==> src/design/bafs_pkg.sv <==
// ----------------------------------------------------------------------------
// bafs_pkg: shared constants, types and helpers for the bit-addressed store
// Store geometry, derived widths, operation codes, controller states and the
// command/status bundles between controller and datapath.
// ----------------------------------------------------------------------------
package bafs_pkg;

	// store geometry
	localparam int STORE_WORDS = 1024;
	localparam int WORD_BITS   = 16;
	localparam int CAP_BITS    = STORE_WORDS * WORD_BITS;

	// fixed field widths
	localparam int OP_W    = 3;
	localparam int ADDR_W  = 15;
	localparam int DATA_W  = 16;
	localparam int COUNT_W = 5;
	localparam int STEP_W  = 15;

	localparam int IN_BITS   = OP_W + ADDR_W + DATA_W + COUNT_W + STEP_W;
	localparam int IN_TDATA_W  = ((IN_BITS + 7) / 8) * 8;
	localparam int OUT_BITS  = DATA_W + ADDR_W + 1;
	localparam int OUT_TDATA_W = ((OUT_BITS + 7) / 8) * 8;

	// pointer holds 0..CAP_BITS; arithmetic wide enough for pointer + step
	localparam int CAP_W   = $clog2(CAP_BITS + 1);
	localparam int PTR_W   = CAP_W;
	localparam int ARITH_W = ((CAP_W > ADDR_W) ? CAP_W : ADDR_W) + 1;

	// even/odd word banks, so two adjacent words are read together
	localparam int BANK_DEPTH = (STORE_WORDS + 1) / 2;
	localparam int BANK_AW    = (BANK_DEPTH > 1) ? $clog2(BANK_DEPTH) : 1;

	typedef enum logic [OP_W-1:0] {
		OP_WRITE    = 3'd0,
		OP_READ     = 3'd1,
		OP_APPEND   = 3'd2,
		OP_READ_PTR = 3'd3,
		OP_SET_PTR  = 3'd4,
		OP_ADVANCE  = 3'd5,
		OP_RETREAT  = 3'd6
	} op_t;

	typedef enum logic [1:0] {
		ST_CLEAR,
		ST_IDLE,
		ST_READ,
		ST_WRITE
	} state_t;

	typedef struct packed {
		logic clear;   // zero one row of both banks
		logic load;    // capture the input beat
		logic calc;    // register start, length and range flag
		logic commit;  // write back, update pointer, load result
	} cmd_t;

	typedef struct packed {
		logic clear_last; // clear counter on the last row
	} status_t;

	// low n bits set, n already limited to 0..16
	function automatic logic [DATA_W-1:0] field_mask(input logic [COUNT_W-1:0] n);
		logic [DATA_W:0] one_hot;
		one_hot = (DATA_W + 1)'(1) << n;
		return (n >= COUNT_W'(WORD_BITS)) ? {DATA_W{1'b1}} : DATA_W'(one_hot - 1'b1);
	endfunction

endpackage

==> src/design/bafs_ctrl.sv <==
// ----------------------------------------------------------------------------
// bafs_ctrl: controller of the bit-addressed store
// Clearing pass after reset, then read / write-back per item; owns both
// handshakes and the result valid flag.
// ----------------------------------------------------------------------------
module bafs_ctrl (
	input  logic              clk,
	input  logic              arst_n,
	input  logic              in_valid,
	output logic              in_ready,
	output logic              out_valid,
	input  logic              out_ready,
	input  bafs_pkg::status_t status,
	output bafs_pkg::cmd_t    cmd
);

	bafs_pkg::state_t state_q;
	bafs_pkg::state_t state_d;
	logic             out_valid_q;
	logic             out_free;

	always_ff @(posedge clk or negedge arst_n) begin
		if (!arst_n) begin
			state_q     <= bafs_pkg::ST_CLEAR;
			out_valid_q <= 1'b0;
		end else begin
			state_q <= state_d;
			if (cmd.commit) begin
				out_valid_q <= 1'b1;
			end else if (out_ready) begin
				out_valid_q <= 1'b0;
			end
		end
	end

	assign out_free = !out_valid_q || out_ready;

	always_comb begin
		state_d    = state_q;
		cmd        = '0;
		in_ready   = 1'b0;
		case (state_q)
			bafs_pkg::ST_CLEAR: begin
				cmd.clear = 1'b1;
				if (status.clear_last) begin
					state_d = bafs_pkg::ST_IDLE;
				end
			end
			bafs_pkg::ST_IDLE: begin
				in_ready = 1'b1;
				if (in_valid) begin
					cmd.load = 1'b1;
					state_d  = bafs_pkg::ST_READ;
				end
			end
			bafs_pkg::ST_READ: begin
				cmd.calc = 1'b1;
				state_d  = bafs_pkg::ST_WRITE;
			end
			bafs_pkg::ST_WRITE: begin
				if (out_free) begin
					cmd.commit = 1'b1;
					in_ready   = 1'b1;
					if (in_valid) begin
						cmd.load = 1'b1;
						state_d  = bafs_pkg::ST_READ;
					end else begin
						state_d  = bafs_pkg::ST_IDLE;
					end
				end
			end
			default: begin
				state_d = bafs_pkg::ST_IDLE;
			end
		endcase
	end

	assign out_valid = out_valid_q;

endmodule

==> config.mk <==
export PLATFORM = sky130hd
export DESIGN_NAME = bafs_ctrl
export DESIGN_NICKNAME = d
export VERILOG_FILES = /design/src/design/bafs_pkg.sv /design/src/design/bafs_ctrl.sv
export SDC_FILE = /design/constraint.sdc
export NUM_CORES = 1
export LEC_CHECK = 0
export BUFFER_PORTS_ARGS = -buffer_cell sky130_fd_sc_hd__buf_4
export CORE_AREA = 4 4 41 43
export CTS_CLUSTER_SIZE = 20
export DETAILED_ROUTE_END_ITERATION = 10
export DIE_AREA = 0 0 45 47
export GPL_TIMING_DRIVEN = 0
export SLEW_MARGIN = 20
export SYNTH_ARGS = -nofsm -noshare
export SYNTH_HDL_FRONTEND = slang
export SYNTH_SLANG_ARGS = --single-unit
==> constraint.sdc <==
create_clock -name clk -period 0.82 [get_ports clk]
set_clock_uncertainty 0.1 [all_clocks]
set_input_delay 0.164 -clock clk [delete_from_list [all_inputs] [get_ports clk]]
set_output_delay 0.164 -clock clk [all_outputs]
set_load 0.01 [all_outputs]
==> flow_summary.yaml, run 1 <==
sta:
  setup-tns-final_ps: -2820
  rsz0062_at_grt: "yes"
  finalCritPeriodShare_pct: 161
  slew_violations: 0
  worst_pin_slew_ps: 214
  min_period_ps: 1320
  setup_viol: 9
  timing.slew.headroom_pct: 85.7
  fmax_mhz: 760
  setup_ws_ps: -496
  hold_viol: 0
power:
  comb_power_share_pct: 50.4
  p_clk_share_pct: 20.1
  p_per_area_nw_per_um2: 3820
  seqPwrFrac_pct: 29.5
  swShare_pct: 38.4
  p_switching_mw: 0.499
  ir_drop_v: 0.00155
  intPower_mw: 0.802
  p_leak_nw: 0.155
  p_total_mw: 1.30
worst_hold_path:
  hold_class: "in -> reg"
global_route:
  grt_pass1_wl_um: 759
  grt_pass1_vias: 200
  antenna_found_initial: 0
  grt_max_degree: 8
  grt_use_total_pct: 5.62
  overflow: 0
clock_network:
  worstSkewPairLatency_ps: 230
  cts_tree: "yes"
  numCtsBuffers: 3
  clkTransAtPathRegs_ps: 40
  root_buffer: "clkbuf_4"
  cts_sinks: 3
  cts_buffer_depth: 2
  htreeDepth: 1
flow_run:
  maxCapViolCount: 0
route:
  drtAntennaViolNets: 0
  drt-vias-per-instance: 3.65
  drt_iter0_markers: 2
  drc: 0
  wl_um: 440
  dr.pass1.iters: 2
  wire_per_inst_um: 9.17
  dr_total_vias: 175
critical_path:
  worstSetupEndpointType: "primary output"
  cp-start-kind: "flip-flop"
  crit_type: "reg -> out"
  cp.arrival_ps: 1050
  required_ps: 560
  worst-path-max-fanout: 7
final_layout:
  diodes: 0
  syn_to_final_growth_pct: 118
  postLayoutCellArea_um2: 340
  nets: 39
  drive_gt1_share_pct: 78.8
  stdcell_count: 48
floorplan:
  io_pins: 11
  rows: 13
  dieArea_um2: 2120
  initial_core_util_pct: 12.0
  die_y_um: 47
  die_width_um: 45
  core-area_um2: 1300
placement:
  io_buffers: 10
  dp_cells: 42
  placed_area_um2: 274
  place_hpwl_um: 333
  gp_congestion: 0.651
synth:
  avgSynthCellArea_um2: 9.20
  synth.yosys.warnings: 0
  synth-seq-area-share_pct: 48.0
  synth_cell_type_count: 12
  syn_nets: 22
  syn_inst: 17
  syn_area_um2: 156
  ys_seq_elements: 3
outcome:
  violations: "setup timing"
  status: "finished with violations"
==> placed cells by master (no fill, tap or decap), types with 2 or more instances in the layout <==
cell / Yosys / layout
nand2_2: 1 / 2
buf_6: 0 / 4
clkbuf_4: 0 / 3
dfrtp_2: 0 / 2
buf_4: 0 / 7
==> through the flow <==
step                      hold WS (ps)  worst slack [ps]  util, %
after global routing              75.3              -542     26.2
after floorplan                   -232              -155        -
after detailed placement          -144              -255     21.1
final                             66.9              -496     26.2
after CTS                         62.0              -496     25.6
after global placement            -146              -254     21.1
==> per-layer routing <==
layer	up-vias	part of all wire (%)	GRT usage [%]
met5	-	0	0
li1	87	-	-
met1	76	43	5.25
met3	0	13	3.83
met2	12	43	7.34
met4	0	0	7.02
==> cell usage after synthesis <==
master	n	area, um^2
nand2_2	1	6.26
a21oi_1	1	5.00
a21oi_2	1	8.76
nor3_1	1	5.00
nand2b_1	1	6.26
nand2_1	2	7.51
inv_1	1	3.75
and2b_2	1	8.76
nor2_1	3	11.3
nor2b_4	1	13.8
o21ai_1	1	5.00
dfrtp_1	3	75.1
==> critical path, cell delays in order (launching register included) <==
cell and delay (ps):
dfrtp_2 480, and2b_2 230, buf_6 110
==> cell families after synthesis <==
kind of cell / after synthesis / share of synthesized area, %
and+or+nand+nor: 10 / 37.6
DFF: 3 / 48.0
AOI/OAI and AO/OA: 3 / 12.0
buffers and inverters: 1 / 2.40
==> layout make-up <==
cell class | instances | area, um^2
well taps | 15 | 18.8
fillers | 149 | 961
multi-input cells | 13 | 106
clock buffers | 4 | 26.3
flip-flops and latches | 3 | 77.6
repair buffers | 12 | 108
inverters | 1 | 3.75
==> registers in the layout, indices dropped and copies added (netlist names) <==
signal and count:
state_q 2, out_valid 1
==> path summary, 6_finish.rpt <==
kind | from | to | slack, ps | cells past startpoint
setup / recovery | state_q[1] | cmd[1] | -500 | 2
hold / removal | in_valid | state_q[1] | 70 | 3
setup reg to reg | state_q[0] | state_q[0] | -140 | 3
hold reg to reg | state_q[0] | out_valid | 550 | 2
max in group asynchronous | arst_n | state_q[0] | 340 | 2
min in group asynchronous | arst_n | out_valid | 170 | 2
==> repair_timing <==
action,4_1_cts,5_1_grt
gates cloned,0,0
hold buffers,1,0
endpoints found under the setup margin,9,9
buffers inserted,1,0
hold endpoints to repair,3,0
pin swaps,3,2
resized for setup,5,2
==> power by group through the flow <==
stage	logic, mW	registers, mW	clock network [mW]
2_1_floorplan	0.302	0.357	0
3_3_place_gp	0.548	0.366	0
3_5_place_dp	0.552	0.369	0
4_1_cts	0.661	0.368	0.273
5_1_grt	0.717	0.402	0.284
6_report	0.655	0.384	0.261
(Power assumes the default switching activity.)
==> run 2, diff against run 1 <==
REMOVE_ABC_BUFFERS = 1   (was unset)
SKIP_CTS_REPAIR_TIMING = 1   (was unset)
==> flow_summary.yaml, run 2 (synthesized netlist as in run 1, its figures left out) <==
sta:
  timing.slew.headroom_pct: 86.5
  holdWs_ps: 51.7
  rsz0062_at_grt: "yes"
  worst_pin_slew_ps: 201
  setup_viol: 9
  min_period_ps: 1270
  fmax_mhz: 785
  setup-tns-final_ps: -2670
  slew_violations: 0
  finalCritPeriodShare_pct: 155
  setup_ws_ps: -453
  hold_viol: 0
critical_path:
  worst-path-max-fanout: 5
  timing.rr.start: "out_valid"
  cp.arrival_ps: 1010
  required_ps: 560
  worstSetupEndpointType: "primary output"
  regToRegSetupSlack_ps: -190
  reg2regPathDepth: 4
  r2r-end: "state_q[0]"
  cp-start-kind: "flip-flop"
  crit_type: "reg -> out"
flow_run:
  maxCapViolCount: 0
final_layout:
  stdcell_count: 49
  largest_reg_flops: 2
  drive_gt1_share_pct: 70.6
  diodes: 0
  nets: 40
  utilization_pct: 24.4
  syn_to_final_growth_pct: 103
  final_common_cell: "buf_4"
  largest-register: "state_q"
  final_cell_mix: "10 x buf_4, 3 x clkbuf_4"
clock_network:
  clkTransAtPathRegs_ps: 40
  cts_sinks: 3
  root_buffer: "clkbuf_4"
  htreeDepth: 1
  cts_buffer_depth: 2
  worstSkewPairLatency_ps: 230
  numCtsBuffers: 3
  cts_tree: "yes"
route:
  wire_per_inst_um: 8.59
  drt_iter0_markers: 0
  drtAntennaViolNets: 0
  drt-vias-per-instance: 3.55
  dr_total_vias: 174
  dr.pass1.iters: 1
  drc: 0
  wl_um: 421
global_route:
  overflow: 0
  grt_pass1_vias: 184
  grt_max_degree: 8
  antenna_found_initial: 0
  grt_pass1_wl_um: 669
  grt_use_total_pct: 5.38
power:
  ir_drop_v: 0.00128
  p_per_area_nw_per_um2: 3780
  p_leak_nw: 0.156
  p_total_mw: 1.20
placement:
  place_hpwl_um: 299
  dp_cells: 42
  gp_congestion: 0.667
  io_buffers: 10
floorplan:
  io_pins: 11
  initial_core_util_pct: 12.0
  die_y_um: 47
  rows: 13
  core-area_um2: 1300
  die_width_um: 45
  dieArea_um2: 2120
worst_hold_path:
  hp-start: "in_valid"
  hold_class: "in -> reg"
  whs_path_depth: 3
  whs_endpoint: "state_q[1]"
outcome:
  violations: "setup timing"
  status: "finished with violations"
[run 2: per-layer routing]
metal	share of wire [%]	vias up	track usage, %
li1	-	88	-
met1	46	74	5.71
met2	43	10	5.08
met3	6.2	2	1.53
met4	4.5	0	12.3
met5	0	-	0
[run 2: area by class of cell]
type                    count  area, um^2
clock buffers               4        26.3
fillers                   158         983
inverters                   1        3.75
multi-input cells          13        83.8
flip-flops and latches      3        77.6
well taps                  15        18.8
repair buffers             13         108
[run 2: report_power, final]
part           switching, mW  leakage (nW)  internal (mW)
logic                  0.248         0.109          0.360
registers              0.105        0.0324          0.229
clock network         0.0773        0.0150          0.182
total                  0.430         0.156          0.772
[run 2: critical path: stages, from the launching register on]
cell     delay [ps]
dfrtp_1         360
nor2b_4         140
a21oi_2         130
buf_4           140
[run 2: per-stage QoR]
| step | worst slack, ps | instance area, um^2 |
|---|---|---|
| 2_1_floorplan | -214 | 156 |
| 6_report | -453 | 318 |
| 4_1_cts | -498 | 277 |
| 3_5_place_dp | -239 | 250 |
| 3_3_place_gp | -230 | 250 |
| 5_1_grt | -512 | 318 |
[run 2: how the worst max path moves through the flow]
stage / cells after the start / endpoint / slack (ps) / from
6_report: 3 / cmd[2] / -450 / out_valid
4_1_cts: 3 / in_ready / -500 / out_valid
3_5_place_dp: 2 / cmd[1] / -240 / state_q[0]
3_3_place_gp: 2 / cmd[1] / -230 / state_q[0]
2_1_floorplan: 2 / in_ready / -210 / out_valid
5_1_grt: 3 / cmd[2] / -510 / out_valid
==> run 3, diff against run 2 <==
PLACE_DENSITY = 0.43   (was unset)
==> flow_summary.yaml, run 3 (synthesized netlist as in run 1, its figures left out) <==
route:
  drt-vias-per-instance: 3.67
  dr_total_vias: 180
  dr.pass1.iters: 4
  wire_per_inst_um: 9.61
  wl_um: 471
  drt_iter0_markers: 2
  drtAntennaViolNets: 0
  drc: 0
power:
  p_leak_nw: 0.158
  ir_drop_v: 0.00136
  p_per_area_nw_per_um2: 3820
final_layout:
  stdcell_count: 49
  largest_reg_flops: 2
  utilization_pct: 24.5
  diodes: 0
  nets: 40
  drive_gt1_share_pct: 67.6
  largest-register: "state_q"
  syn_to_final_growth_pct: 104
  final_cell_mix: "10 x buf_4, 3 x nor2_1, 3 x clkbuf_4"
  final_common_cell: "buf_4"
clock_network:
  htreeDepth: 1
  clkTransAtPathRegs_ps: 40
  worstSkewPairLatency_ps: 230
  cts_tree: "yes"
  cts_buffer_depth: 2
  root_buffer: "clkbuf_4"
  cts_sinks: 3
  numCtsBuffers: 3
critical_path:
  critPathSlowestCell: "dfrtp_1"
  crit_type: "reg -> out"
  worstSetupEndpointType: "primary output"
  cp.arrival_ps: 1030
  cpPeakStageDelay_ps: 370
  worst-path-max-fanout: 5
  required_ps: 560
  cp-start-kind: "flip-flop"
  cp_cell_sequence: "nor2b_4, a21oi_2, buf_4"
sta:
  min_period_ps: 1290
  setup_viol: 9
  rsz0062_at_grt: "yes"
  hold_viol: 0
  fmax_mhz: 774
  slew_violations: 0
  setup_ws_ps: -471
  timing.slew.headroom_pct: 88.9
  finalCritPeriodShare_pct: 157
  worst_pin_slew_ps: 166
  holdWs_ps: 43.9
floorplan:
  core-area_um2: 1300
  rows: 13
  dieArea_um2: 2120
  die_y_um: 47
  initial_core_util_pct: 12.0
  die_width_um: 45
  io_pins: 11
placement:
  place_hpwl_um: 322
  gp_congestion: 0.684
  io_buffers: 10
  dp_cells: 42
flow_run:
  maxCapViolCount: 0
global_route:
  grt_use_total_pct: 6.01
  grt_pass1_wl_um: 807
  grt_max_degree: 8
  grt_pass1_vias: 192
  overflow: 0
  antenna_found_initial: 0
outcome:
  violations: "setup timing"
  status: "finished with violations"
worst_hold_path:
  hold_class: "in -> reg"
## run 3: cell counts in the layout (fill, tap and decap cells not counted)
No cell type changed its count.
## run 3: area by class of cell
| class | instances | area [um^2] |
|---|---|---|
| Multi-Input combinational cell | 13 | 85.1 |
| Inverter | 1 | 3.75 |
| Tap cell | 15 | 18.8 |
| Fill cell | 150 | 982 |
| Sequential cell | 3 | 77.6 |
| Timing Repair Buffer | 13 | 108 |
| Clock buffer | 4 | 26.3 |
## run 3: metrics by stage
| stage | setup TNS, ps | setup WS [ps] | total power [mW] | cell area, um^2 |
|---|---|---|---|---|
| global placement | -1120 | -225 | 0.806 | 250 |
| finish | -2830 | -471 | 1.22 | 319 |
| global route | -3370 | -545 | 1.33 | 319 |
| floorplan | -1030 | -214 | 0.562 | 156 |
| CTS | -2800 | -498 | 1.10 | 277 |
| detailed placement | -1260 | -245 | 0.821 | 250 |
## run 3: layer usage
metal / vias to the layer above / share of wire (%) / track usage [%]
met5: - / 0 / 0
met4: 0 / 0 / 1.75
met3: 0 / 20 / 7.28
met2: 14 / 38 / 7.06
met1: 77 / 41 / 6.62
li1: 89 / - / -
## run 3: path summary, 6_finish.rpt
path	cells past startpoint	from	slack, ps	to
max	3	out_valid	-470	cmd[2]
min	3	in_valid	40	state_q[1]
max reg2reg	4	out_valid	-190	state_q[1]
min reg2reg	2	state_q[0]	470	state_q[1]
max in group asynchronous	2	arst_n	350	state_q[1]
min in group asynchronous	2	arst_n	160	out_valid
## run 3: power breakdown
group          total [mW]  switching, mW  internal [mW]
clock               0.259         0.0766          0.182
sequential          0.341          0.111          0.230
combinational       0.619          0.257          0.362
total                1.22          0.445          0.774
## run 3: critical path, delay by kind of cell, from the launching register on
family,cells,cell delay (ps)
compound gates,1,130
buf+inv,1,140
flops,1,370
simple gates,1,150
